--- config.mk ---
export PLATFORM = sky130hd
export DESIGN_NAME = fbb_div
export DESIGN_NICKNAME = d
export VERILOG_FILES = /design/src/hw/rtl/fbb_pkg.sv /design/src/hw/rtl/fbb_div.sv
export SDC_FILE = /design/constraint.sdc
export NUM_CORES = 2
export LEC_CHECK = 0
export BUFFER_PORTS_ARGS = -buffer_cell sky130_fd_sc_hd__buf_2
export CELL_PAD_IN_SITES_DETAIL_PLACEMENT = 1
export CELL_PAD_IN_SITES_GLOBAL_PLACEMENT = 2
export CORE_ASPECT_RATIO = 0.6
export CORE_MARGIN = 4
export CORE_UTILIZATION = 37
export DETAILED_ROUTE_END_ITERATION = 10
export GPL_ROUTABILITY_DRIVEN = 1
export PLACE_DENSITY = 0.81
export SYNTH_ARGS = -nofsm -noshare
export SYNTH_HDL_FRONTEND = slang
export SYNTH_MEMORY_MAX_BITS = 65536
export SYNTH_SLANG_ARGS = --single-unit
export TNS_END_PERCENT = 10
--- constraint.sdc ---
create_clock -name i_clk -period 3.7 [get_ports i_clk]
set_input_delay 0.74 -clock i_clk [delete_from_list [all_inputs] [get_ports i_clk]]
set_output_delay 0.74 -clock i_clk [all_outputs]
set_load 0.005 [all_outputs]
--- src/hw/rtl/fbb_pkg.sv ---
// Shared types and fixed constants of the figure bounding box unit.
// Used by fbb_sqrt, fbb_div, figure_bounding_box_unit and tb_top; depends on nothing.
package fbb_pkg;

    // Figure type codes carried on the func field. Codes 6 and 7 are unused.
    typedef enum logic [2:0] {
        FN_SEGMENT  = 3'd0,
        FN_TRIANGLE = 3'd1,
        FN_QUAD     = 3'd2,
        FN_RECT     = 3'd3,
        FN_SQUARE   = 3'd4,
        FN_CIRCLE   = 3'd5
    } t_func;

    // The base vector is normalized so that its larger component lies in [2^30, 2^31).
    localparam int UNIT_W      = 31;
    localparam int UNIT_SHIFT  = 30;

    // Square root of the squared length of the normalized vector.
    localparam int RAD_W       = 64;
    localparam int ROOT_W      = 32;
    localparam int SQRT_STAGES = ROOT_W;

    // Unit vector component: (n * 2^30 + root / 2) / root, quotient at most 2^30.
    localparam int NUM_W       = 62;
    localparam int DEN_W       = 32;
    localparam int QUO_W       = 31;
    localparam int DIV_STAGES  = QUO_W;

endpackage

--- src/hw/rtl/fbb_div.sv ---
// Pipelined restoring divider, one quotient bit per register stage.
// Depends on fbb_pkg; the quotient must fit in QUO_W bits.
module fbb_div (
    input  logic                        i_clk,
    input  logic                        i_rst_n,
    input  logic                        i_vld,
    input  logic [fbb_pkg::NUM_W-1:0]   i_num,
    input  logic [fbb_pkg::DEN_W-1:0]   i_den,
    output logic                        o_vld,
    output logic [fbb_pkg::QUO_W-1:0]   o_quo
);
    import fbb_pkg::*;

    logic               r_vld [0:DIV_STAGES-1];
    logic [DEN_W-1:0]   r_rem [0:DIV_STAGES-1];
    logic [QUO_W-1:0]   r_quo [0:DIV_STAGES-1];
    logic [NUM_W-1:0]   r_num [0:DIV_STAGES-1];
    logic [DEN_W-1:0]   r_den [0:DIV_STAGES-1];

    logic               n_vld [0:DIV_STAGES-1];
    logic [DEN_W-1:0]   n_rem [0:DIV_STAGES-1];
    logic [QUO_W-1:0]   n_quo [0:DIV_STAGES-1];
    logic [NUM_W-1:0]   n_num [0:DIV_STAGES-1];
    logic [DEN_W-1:0]   n_den [0:DIV_STAGES-1];

    // Each stage shifts in one dividend bit and subtracts the divisor when it fits.
    always_comb begin
        logic             p_vld;
        logic [DEN_W-1:0] p_rem;
        logic [QUO_W-1:0] p_quo;
        logic [NUM_W-1:0] p_num;
        logic [DEN_W-1:0] p_den;
        logic [DEN_W:0]   t;
        for (int k = 0; k < DIV_STAGES; k++) begin
            if (k == 0) begin
                p_vld = i_vld;
                p_rem = DEN_W'(i_num[NUM_W-1:QUO_W]);
                p_quo = '0;
                p_num = i_num;
                p_den = i_den;
            end else begin
                p_vld = r_vld[k-1];
                p_rem = r_rem[k-1];
                p_quo = r_quo[k-1];
                p_num = r_num[k-1];
                p_den = r_den[k-1];
            end
            t = {p_rem, p_num[QUO_W-1-k]};
            if (t >= {1'b0, p_den}) begin
                n_rem[k] = DEN_W'(t - {1'b0, p_den});
                n_quo[k] = {p_quo[QUO_W-2:0], 1'b1};
            end else begin
                n_rem[k] = t[DEN_W-1:0];
                n_quo[k] = {p_quo[QUO_W-2:0], 1'b0};
            end
            n_vld[k] = p_vld;
            n_num[k] = p_num;
            n_den[k] = p_den;
        end
    end

    // Stage valid bits.
    always_ff @(posedge i_clk) begin
        for (int k = 0; k < DIV_STAGES; k++) begin
            if (!i_rst_n) begin
                r_vld[k] <= 1'b0;
            end else begin
                r_vld[k] <= n_vld[k];
            end
        end
    end

    // Stage payload.
    always_ff @(posedge i_clk) begin
        for (int k = 0; k < DIV_STAGES; k++) begin
            r_rem[k] <= n_rem[k];
            r_quo[k] <= n_quo[k];
            r_num[k] <= n_num[k];
            r_den[k] <= n_den[k];
        end
    end

    assign o_vld = r_vld[DIV_STAGES-1];
    assign o_quo = r_quo[DIV_STAGES-1];

endmodule

---- After elaboration in Yosys (flattened, before gate mapping) ----
Memory sizes are Yosys's and may differ from the RTL's.
Index checks and enable logic that the tools add are counted.
word-level totals
  bits of input ports ..................... 97
  word-level logic and storage cells ...... 193
  flip-flop bits (word level) ............. 0
  memories kept ........................... 5
  output and inout bits ................... 32
  bits in writable memories ............... 4898
cells by class
  mux-type cells .......................... 95
  add/sub/neg operators ................... 31
  bitwise operators ....................... 31
  order comparisons ....................... 31
memory list
  memory  words  bits a word  rd ports  clocked after memory_dff  wr ports  RTL line       source
  r_num   31     62           30        0                         31        fbb_div.sv:17  logic [NUM_W-1:0] r_num [0:DIV_STAGES-1];
  r_den   31     32           30        0                         31        fbb_div.sv:18  logic [DEN_W-1:0] r_den [0:DIV_STAGES-1];
  r_rem   31     32           30        0                         31        fbb_div.sv:15  logic [DEN_W-1:0] r_rem [0:DIV_STAGES-1];
  r_quo   31     31           31        0                         31        fbb_div.sv:16  logic [QUO_W-1:0] r_quo [0:DIV_STAGES-1];
  r_vld   31     1            31        0                         31        fbb_div.sv:14  logic r_vld [0:DIV_STAGES-1];
operators with widths
  operator                                          number
  32-bit 2-to-1 mux                                 31
  32-bit subtractor                                 31
  33-bit by 32-bit >= comparator with 1-bit output  30
  1-bit 2-to-1 mux                                  64
  32-bit >= comparator                              1
  1-bit bitwise OR                                  31

---- Longest topological paths before layout ----
An unclocked memory read counts as a cell.
  depth in word-level cells ............... 3
  gate-level depth with buffers ........... 16
  mapped depth without buffers ............ 14

---- Worst setup path before layout ----
OpenSTA, ideal clock, no wires.
  path type ............................... input to register
  start ................................... in i_num[30] (netlist name)
  end ..................................... mem r_rem[0][20]
  data required time ...................... 3630 ps
  arrival time ............................ 3502 ps
  library setup time ...................... 70 ps
  buffers on the path ..................... 2
  slack ................................... 128 ps
  stages on the path ...................... 16
  path through ............................ inv_1 > ha_1 > fa_1 > nor2b_1 > o21ai_1 > a21boi_0 > o31a_1 > o41a_1 > a21oi_1 > o211a_1 > o21ai_1 > a31o_2 > clkbuf_1 > clkbuf_1 > nor2_1 > a21oi_1
RTL lines
  item                RTL line       source
  start: declaration  fbb_div.sv:7   input logic [fbb_pkg::NUM_W-1:0] i_num,
  end: declaration    fbb_div.sv:15

==> impl_metrics.xml <==
<?xml version="1.0" encoding="UTF-8"?>
<metrics>
  <group name="global_route">
    <metric name="track_usage" unit="">0.1977</metric>
    <metric name="global_route.overflow_total" unit="">0</metric>
    <metric name="wire_length_of_the_first_global_routing_pass" unit="mm">534.4</metric>
    <metric name="vias_in_the_first_global_route" unit="">92360</metric>
    <metric name="grt_max_degree" unit="">53</metric>
    <metric name="antenna_found_initial" unit="">26</metric>
  </group>
  <group name="die">
    <metric name="die-area" unit="um2">336100</metric>
    <metric name="floorplan.initialDensity" unit="">0.3719</metric>
    <metric name="rows" unit="">162</metric>
    <metric name="die_width" unit="um">745.8</metric>
    <metric name="floorplan.core_area" unit="um2">324900</metric>
    <metric name="io_pins" unit="">129</metric>
    <metric name="die_height" unit="um">450.7</metric>
  </group>
  <group name="sta">
    <metric name="timing.final.ws_setup" unit="ns">0.02410</metric>
    <metric name="min_period" unit="ns">3.676</metric>
    <metric name="slew_headroom" unit="">0.3457</metric>
    <metric name="maxClockFrequency" unit="GHz">0.2720</metric>
    <metric name="final-setup-viol-count" unit="">0</metric>
    <metric name="timing_worst_slew_pin_value" unit="ns">0.9739</metric>
    <metric name="whs" unit="ns">0.08249</metric>
    <metric name="clock-skew-final" unit="ns">0.06346</metric>
    <metric name="hold_violations" unit="">0</metric>
    <metric name="final_max_slew_viol_count" unit="">0</metric>
    <metric name="layout_worst_path_cycle_share" unit="">0.9935</metric>
    <metric name="rsz0062_at_grt" unit="">true</metric>
  </group>
  <group name="logic_synthesis">
    <metric name="synthesis.instances" unit="">12300</metric>
    <metric name="async_reset_ff_frac" unit="">0</metric>
    <metric name="synth_warnings" unit="">0</metric>
    <metric name="synth_top_flop_cell" unit="">sky130_fd_sc_hd__dfxtp_1</metric>
    <metric name="synth.distinct_cells" unit="">101</metric>
    <metric name="synth.top_cells.by_count" unit="">sky130_fd_sc_hd__dfxtp_1, sky130_fd_sc_hd__inv_1, sky130_fd_sc_hd__ha_1</metric>
    <metric name="post-synth-top-count-cell" unit="">sky130_fd_sc_hd__dfxtp_1</metric>
    <metric name="synth_edf_count" unit="">0</metric>
    <metric name="synth.cell_area" unit="um2">120800</metric>
    <metric name="synth_largest_area_cell" unit="">sky130_fd_sc_hd__dfxtp_1</metric>
    <metric name="postSynthRegisterBits" unit="">2912</metric>
    <metric name="synth.net_count" unit="">13420</metric>
    <metric name="synthTopCellsByArea" unit="">sky130_fd_sc_hd__dfxtp_1, sky130_fd_sc_hd__ha_1, sky130_fd_sc_hd__inv_1</metric>
    <metric name="seq_area_frac_synth" unit="">0.4824</metric>
    <metric name="synth_top_area_frac" unit="">0.4824</metric>
    <metric name="post_synth.cell_area_avg" unit="um2">9.825</metric>
  </group>
  <group name="critical_path">
    <metric name="startpoint_type" unit="">flip-flop</metric>
    <metric name="critPathKind" unit="">reg2reg</metric>
    <metric name="slowest_stage" unit="">sky130_fd_sc_hd__nor3_1</metric>
    <metric name="critical_path_arrival" unit="ns">4.39</metric>
    <metric name="dominant_delay_contributor_by_cell_family_on_the_critical_path" unit="">simple AND/OR/NAND/NOR gates</metric>
    <metric name="worst_r2r_path_depth" unit="">12</metric>
    <metric name="worstSetupStartpoint" unit="">r_den[0][15]$_DFF_P_</metric>
    <metric name="cp_max_fo" unit="">22</metric>
    <metric name="path_buf_inv" unit="">2</metric>
    <metric name="critical-path-max-stage-delay" unit="ns">0.57</metric>
    <metric name="crit-reg2reg-launch" unit="">r_den[0][15]$_DFF_P_</metric>
    <metric name="cp-end-kind" unit="">flip-flop</metric>
    <metric name="worstPathCellList" unit="">inv_1 &gt; ha_1 &gt; nand2_1 &gt; nor3_1 &gt; a311o_1 &gt; o31a_1 &gt; a31oi_4 &gt; nor4_2 &gt; o21ai_1 &gt; and3_2 &gt; buf_12 &gt; mux2_1</metric>
    <metric name="worst-path-stages" unit="">12</metric>
    <metric name="worst-endpoint-required" unit="ns">4.42</metric>
  </group>
  <group name="min_path">
    <metric name="origin_of_the_worst_min_delay_path" unit="">i_den[10]</metric>
    <metric name="worstHoldPathCells" unit="">1</metric>
    <metric name="min_path_type" unit="">in2reg</metric>
  </group>
  <group name="finish">
    <metric name="post_layout_nonfiller_instances" unit="">17780</metric>
    <metric name="fill_cells" unit="">36090</metric>
    <metric name="drive_above_1_share" unit="">0.1425</metric>
    <metric name="area_taken_by_multi_input_logic_gates" unit="um2">57790</metric>
    <metric name="syn2layout_area_growth" unit="%">18.49</metric>
    <metric name="num-nets-final" unit="">14320</metric>
    <metric name="ff_latch_area" unit="um2">58320</metric>
  </group>
  <group name="clocking">
    <metric name="cts-root-to-sink-buffers" unit="">4</metric>
    <metric name="cts.htree.levels" unit="">5</metric>
    <metric name="tritoncts" unit="">done</metric>
    <metric name="ctsRootBufferMaster" unit="">sky130_fd_sc_hd__clkbuf_16</metric>
    <metric name="clock_insertion_delay_worst_skew" unit="ns">0.92</metric>
    <metric name="cts.sinks" unit="">2912</metric>
    <metric name="numCtsBuffers" unit="">296</metric>
    <metric name="clk_pin_slew_worst_paths" unit="ns">0.06</metric>
  </group>
  <group name="flow_run">
    <metric name="max_cap_viols" unit="">0</metric>
  </group>
  <group name="drt">
    <metric name="via_per_inst" unit="">5.042</metric>
    <metric name="per_cell_routed_wire_length" unit="um">19.45</metric>
    <metric name="antenna_left" unit="">0</metric>
    <metric name="drt_first_iter_violations" unit="">5940</metric>
    <metric name="num_vias" unit="">89640</metric>
    <metric name="drcViolationCount" unit="">0</metric>
    <metric name="routed_wirelength" unit="mm">345.8</metric>
    <metric name="drt_first_pass_iters" unit="">5</metric>
  </group>
  <group name="placed_design">
    <metric name="finalWeightedCongestion" unit="">0.9042</metric>
    <metric name="dp_cells" unit="">17180</metric>
    <metric name="hpwlAfterDp" unit="mm">270.8</metric>
    <metric name="preCtsSetupSlack" unit="ns">-0.3267</metric>
    <metric name="port-buffer-count" unit="">128</metric>
  </group>
  <group name="pwr">
    <metric name="design_power_total" unit="mW">152.2</metric>
    <metric name="ir_drop" unit="V">0.0004229</metric>
    <metric name="standby_leakage_power" unit="nW">66.29</metric>
    <metric name="power_per_cell_area" unit="nW/um2">1063</metric>
  </group>
  <group name="status">
    <metric name="outcome" unit="">completed</metric>
  </group>
</metrics>
[area by class of cell]
| class | count | share of cell area |
|---|---|---|
| Clock buffer | 408 | 0.05968 |
| Sequential cell | 2912 | 0.4073 |
| Multi-Input combinational cell | 7893 | 0.4036 |
| Timing Repair Buffer | 861 | 0.04813 |
| Inverter | 1240 | 0.03252 |
| Clock inverter | 114 | 0.01067 |
| Antenna cell | 6 | 0.0001049 |
| Tap cell | 4346 | 0.03798 |
[worst register-to-register path: cells and delay by family, from the launching register on]
kind | cells | cell delay [ns]
AND/OR/NAND/NOR | 4 | 1.36
buffers and inverters | 2 | 0.26
flip-flops | 1 | 0.43
multiplexers | 1 | 0.36
AO/OA/AOI/OAI | 4 | 0.79
adder cells (fa/ha/maj) | 1 | 0.35
[report_power, final]
part	internal [mW]	switching (mW)	total (mW)
sequential	41.0	5.30	46.3
clock	18.1	12.9	31.0
combinational	34.0	40.8	74.8
[final timing paths]
| kind | endpoint | slack [ns] |
|---|---|---|
| setup / recovery | r_rem[0][40]$_DFF_P_ | 0.02 |
| hold / removal | r_den[0][10]$_DFF_P_ | 0.08 |
| setup reg to reg | r_rem[0][40]$_DFF_P_ | 0.02 |
| hold reg to reg | r_num[0][512]$_DFF_P_ | 0.29 |
[stage by stage]
| step | area, um2 | util | TNS [ns] |
|---|---|---|---|
| after global routing | 143200 | 0.4406 | -1.936 |
| final | 143200 | 0.4407 | 0 |
| after CTS | 142100 | 0.4374 | -0.0003917 |
| after global placement | 131400 | 0.4044 | -14.09 |
| after floorplan | 120800 | - | 0 |
| after detailed placement | 131400 | 0.4044 | -26.93 |
[per-layer routing]
metal	GRT usage	wire length [um]	part of all wire
met2	0.2720	131800	0.38
met4	0.03610	5567	0.016
met3	0.04301	22490	0.065
met1	0.3119	185900	0.54
met5	0	22	0.000064
[placed cells by master (no fill, tap or decap), types with 42 or more instances in the layout]
master,instances
sky130_fd_sc_hd__ha_1,989
sky130_fd_sc_hd__clkbuf_1,47
sky130_fd_sc_hd__xnor2_1,486
sky130_fd_sc_hd__o21ai_1,59
sky130_fd_sc_hd__dlygate4sd3_1,55
sky130_fd_sc_hd__inv_1,1239
sky130_fd_sc_hd__nand4_1,153
sky130_fd_sc_hd__a31oi_1,85
sky130_fd_sc_hd__a21oi_1,877
sky130_fd_sc_hd__a211oi_1,70
sky130_fd_sc_hd__and2_1,76
sky130_fd_sc_hd__mux2_1,89
sky130_fd_sc_hd__nand3_1,163
sky130_fd_sc_hd__o21bai_1,111
sky130_fd_sc_hd__clkbuf_8,59
sky130_fd_sc_hd__nor2b_1,143
sky130_fd_sc_hd__buf_4,627
sky130_fd_sc_hd__and3_1,95
sky130_fd_sc_hd__dfxtp_1,2896
sky130_fd_sc_hd__nor3_1,126
sky130_fd_sc_hd__buf_2,128
sky130_fd_sc_hd__clkinv_2,42
sky130_fd_sc_hd__xor2_1,313
sky130_fd_sc_hd__o21ai_2,42
sky130_fd_sc_hd__a21o_1,531
sky130_fd_sc_hd__nand2_1,810
sky130_fd_sc_hd__o21ai_0,685
sky130_fd_sc_hd__o21a_1,129
sky130_fd_sc_hd__clkbuf_16,308
sky130_fd_sc_hd__nand2b_1,142
sky130_fd_sc_hd__nor2_1,563
sky130_fd_sc_hd__mux2_2,320
sky130_fd_sc_hd__o31ai_1,62
[cell families after synthesis]
logic type | after synthesis | share of synthesized area
flip-flops | 2912 | 0.4824
XOR/XNOR | 799 | 0.05791
AND/OR/NAND/NOR | 2513 | 0.1002
adder cells (fa/ha/maj) | 1022 | 0.1077
AO/OA/AOI/OAI | 3113 | 0.1627
buffers and inverters | 1494 | 0.04783
multiplexers | 446 | 0.04126
[sequential cells by signal (all words and copies together), names as in the netlist]
register and cells:
r_den 960, r_rem 960, r_quo 496, r_num 465, r_vld 31
[repair_timing]
item	CTS	global route
pin swaps	3	35
cloned	0	8
setup endpoints to repair	256	711
gates resized for setup	30	190
hold buffers	55	0
endpoints found under the hold margin	55	0
buffers inserted	0	13
No activity file was read; power rests on OpenSTA's default activity.
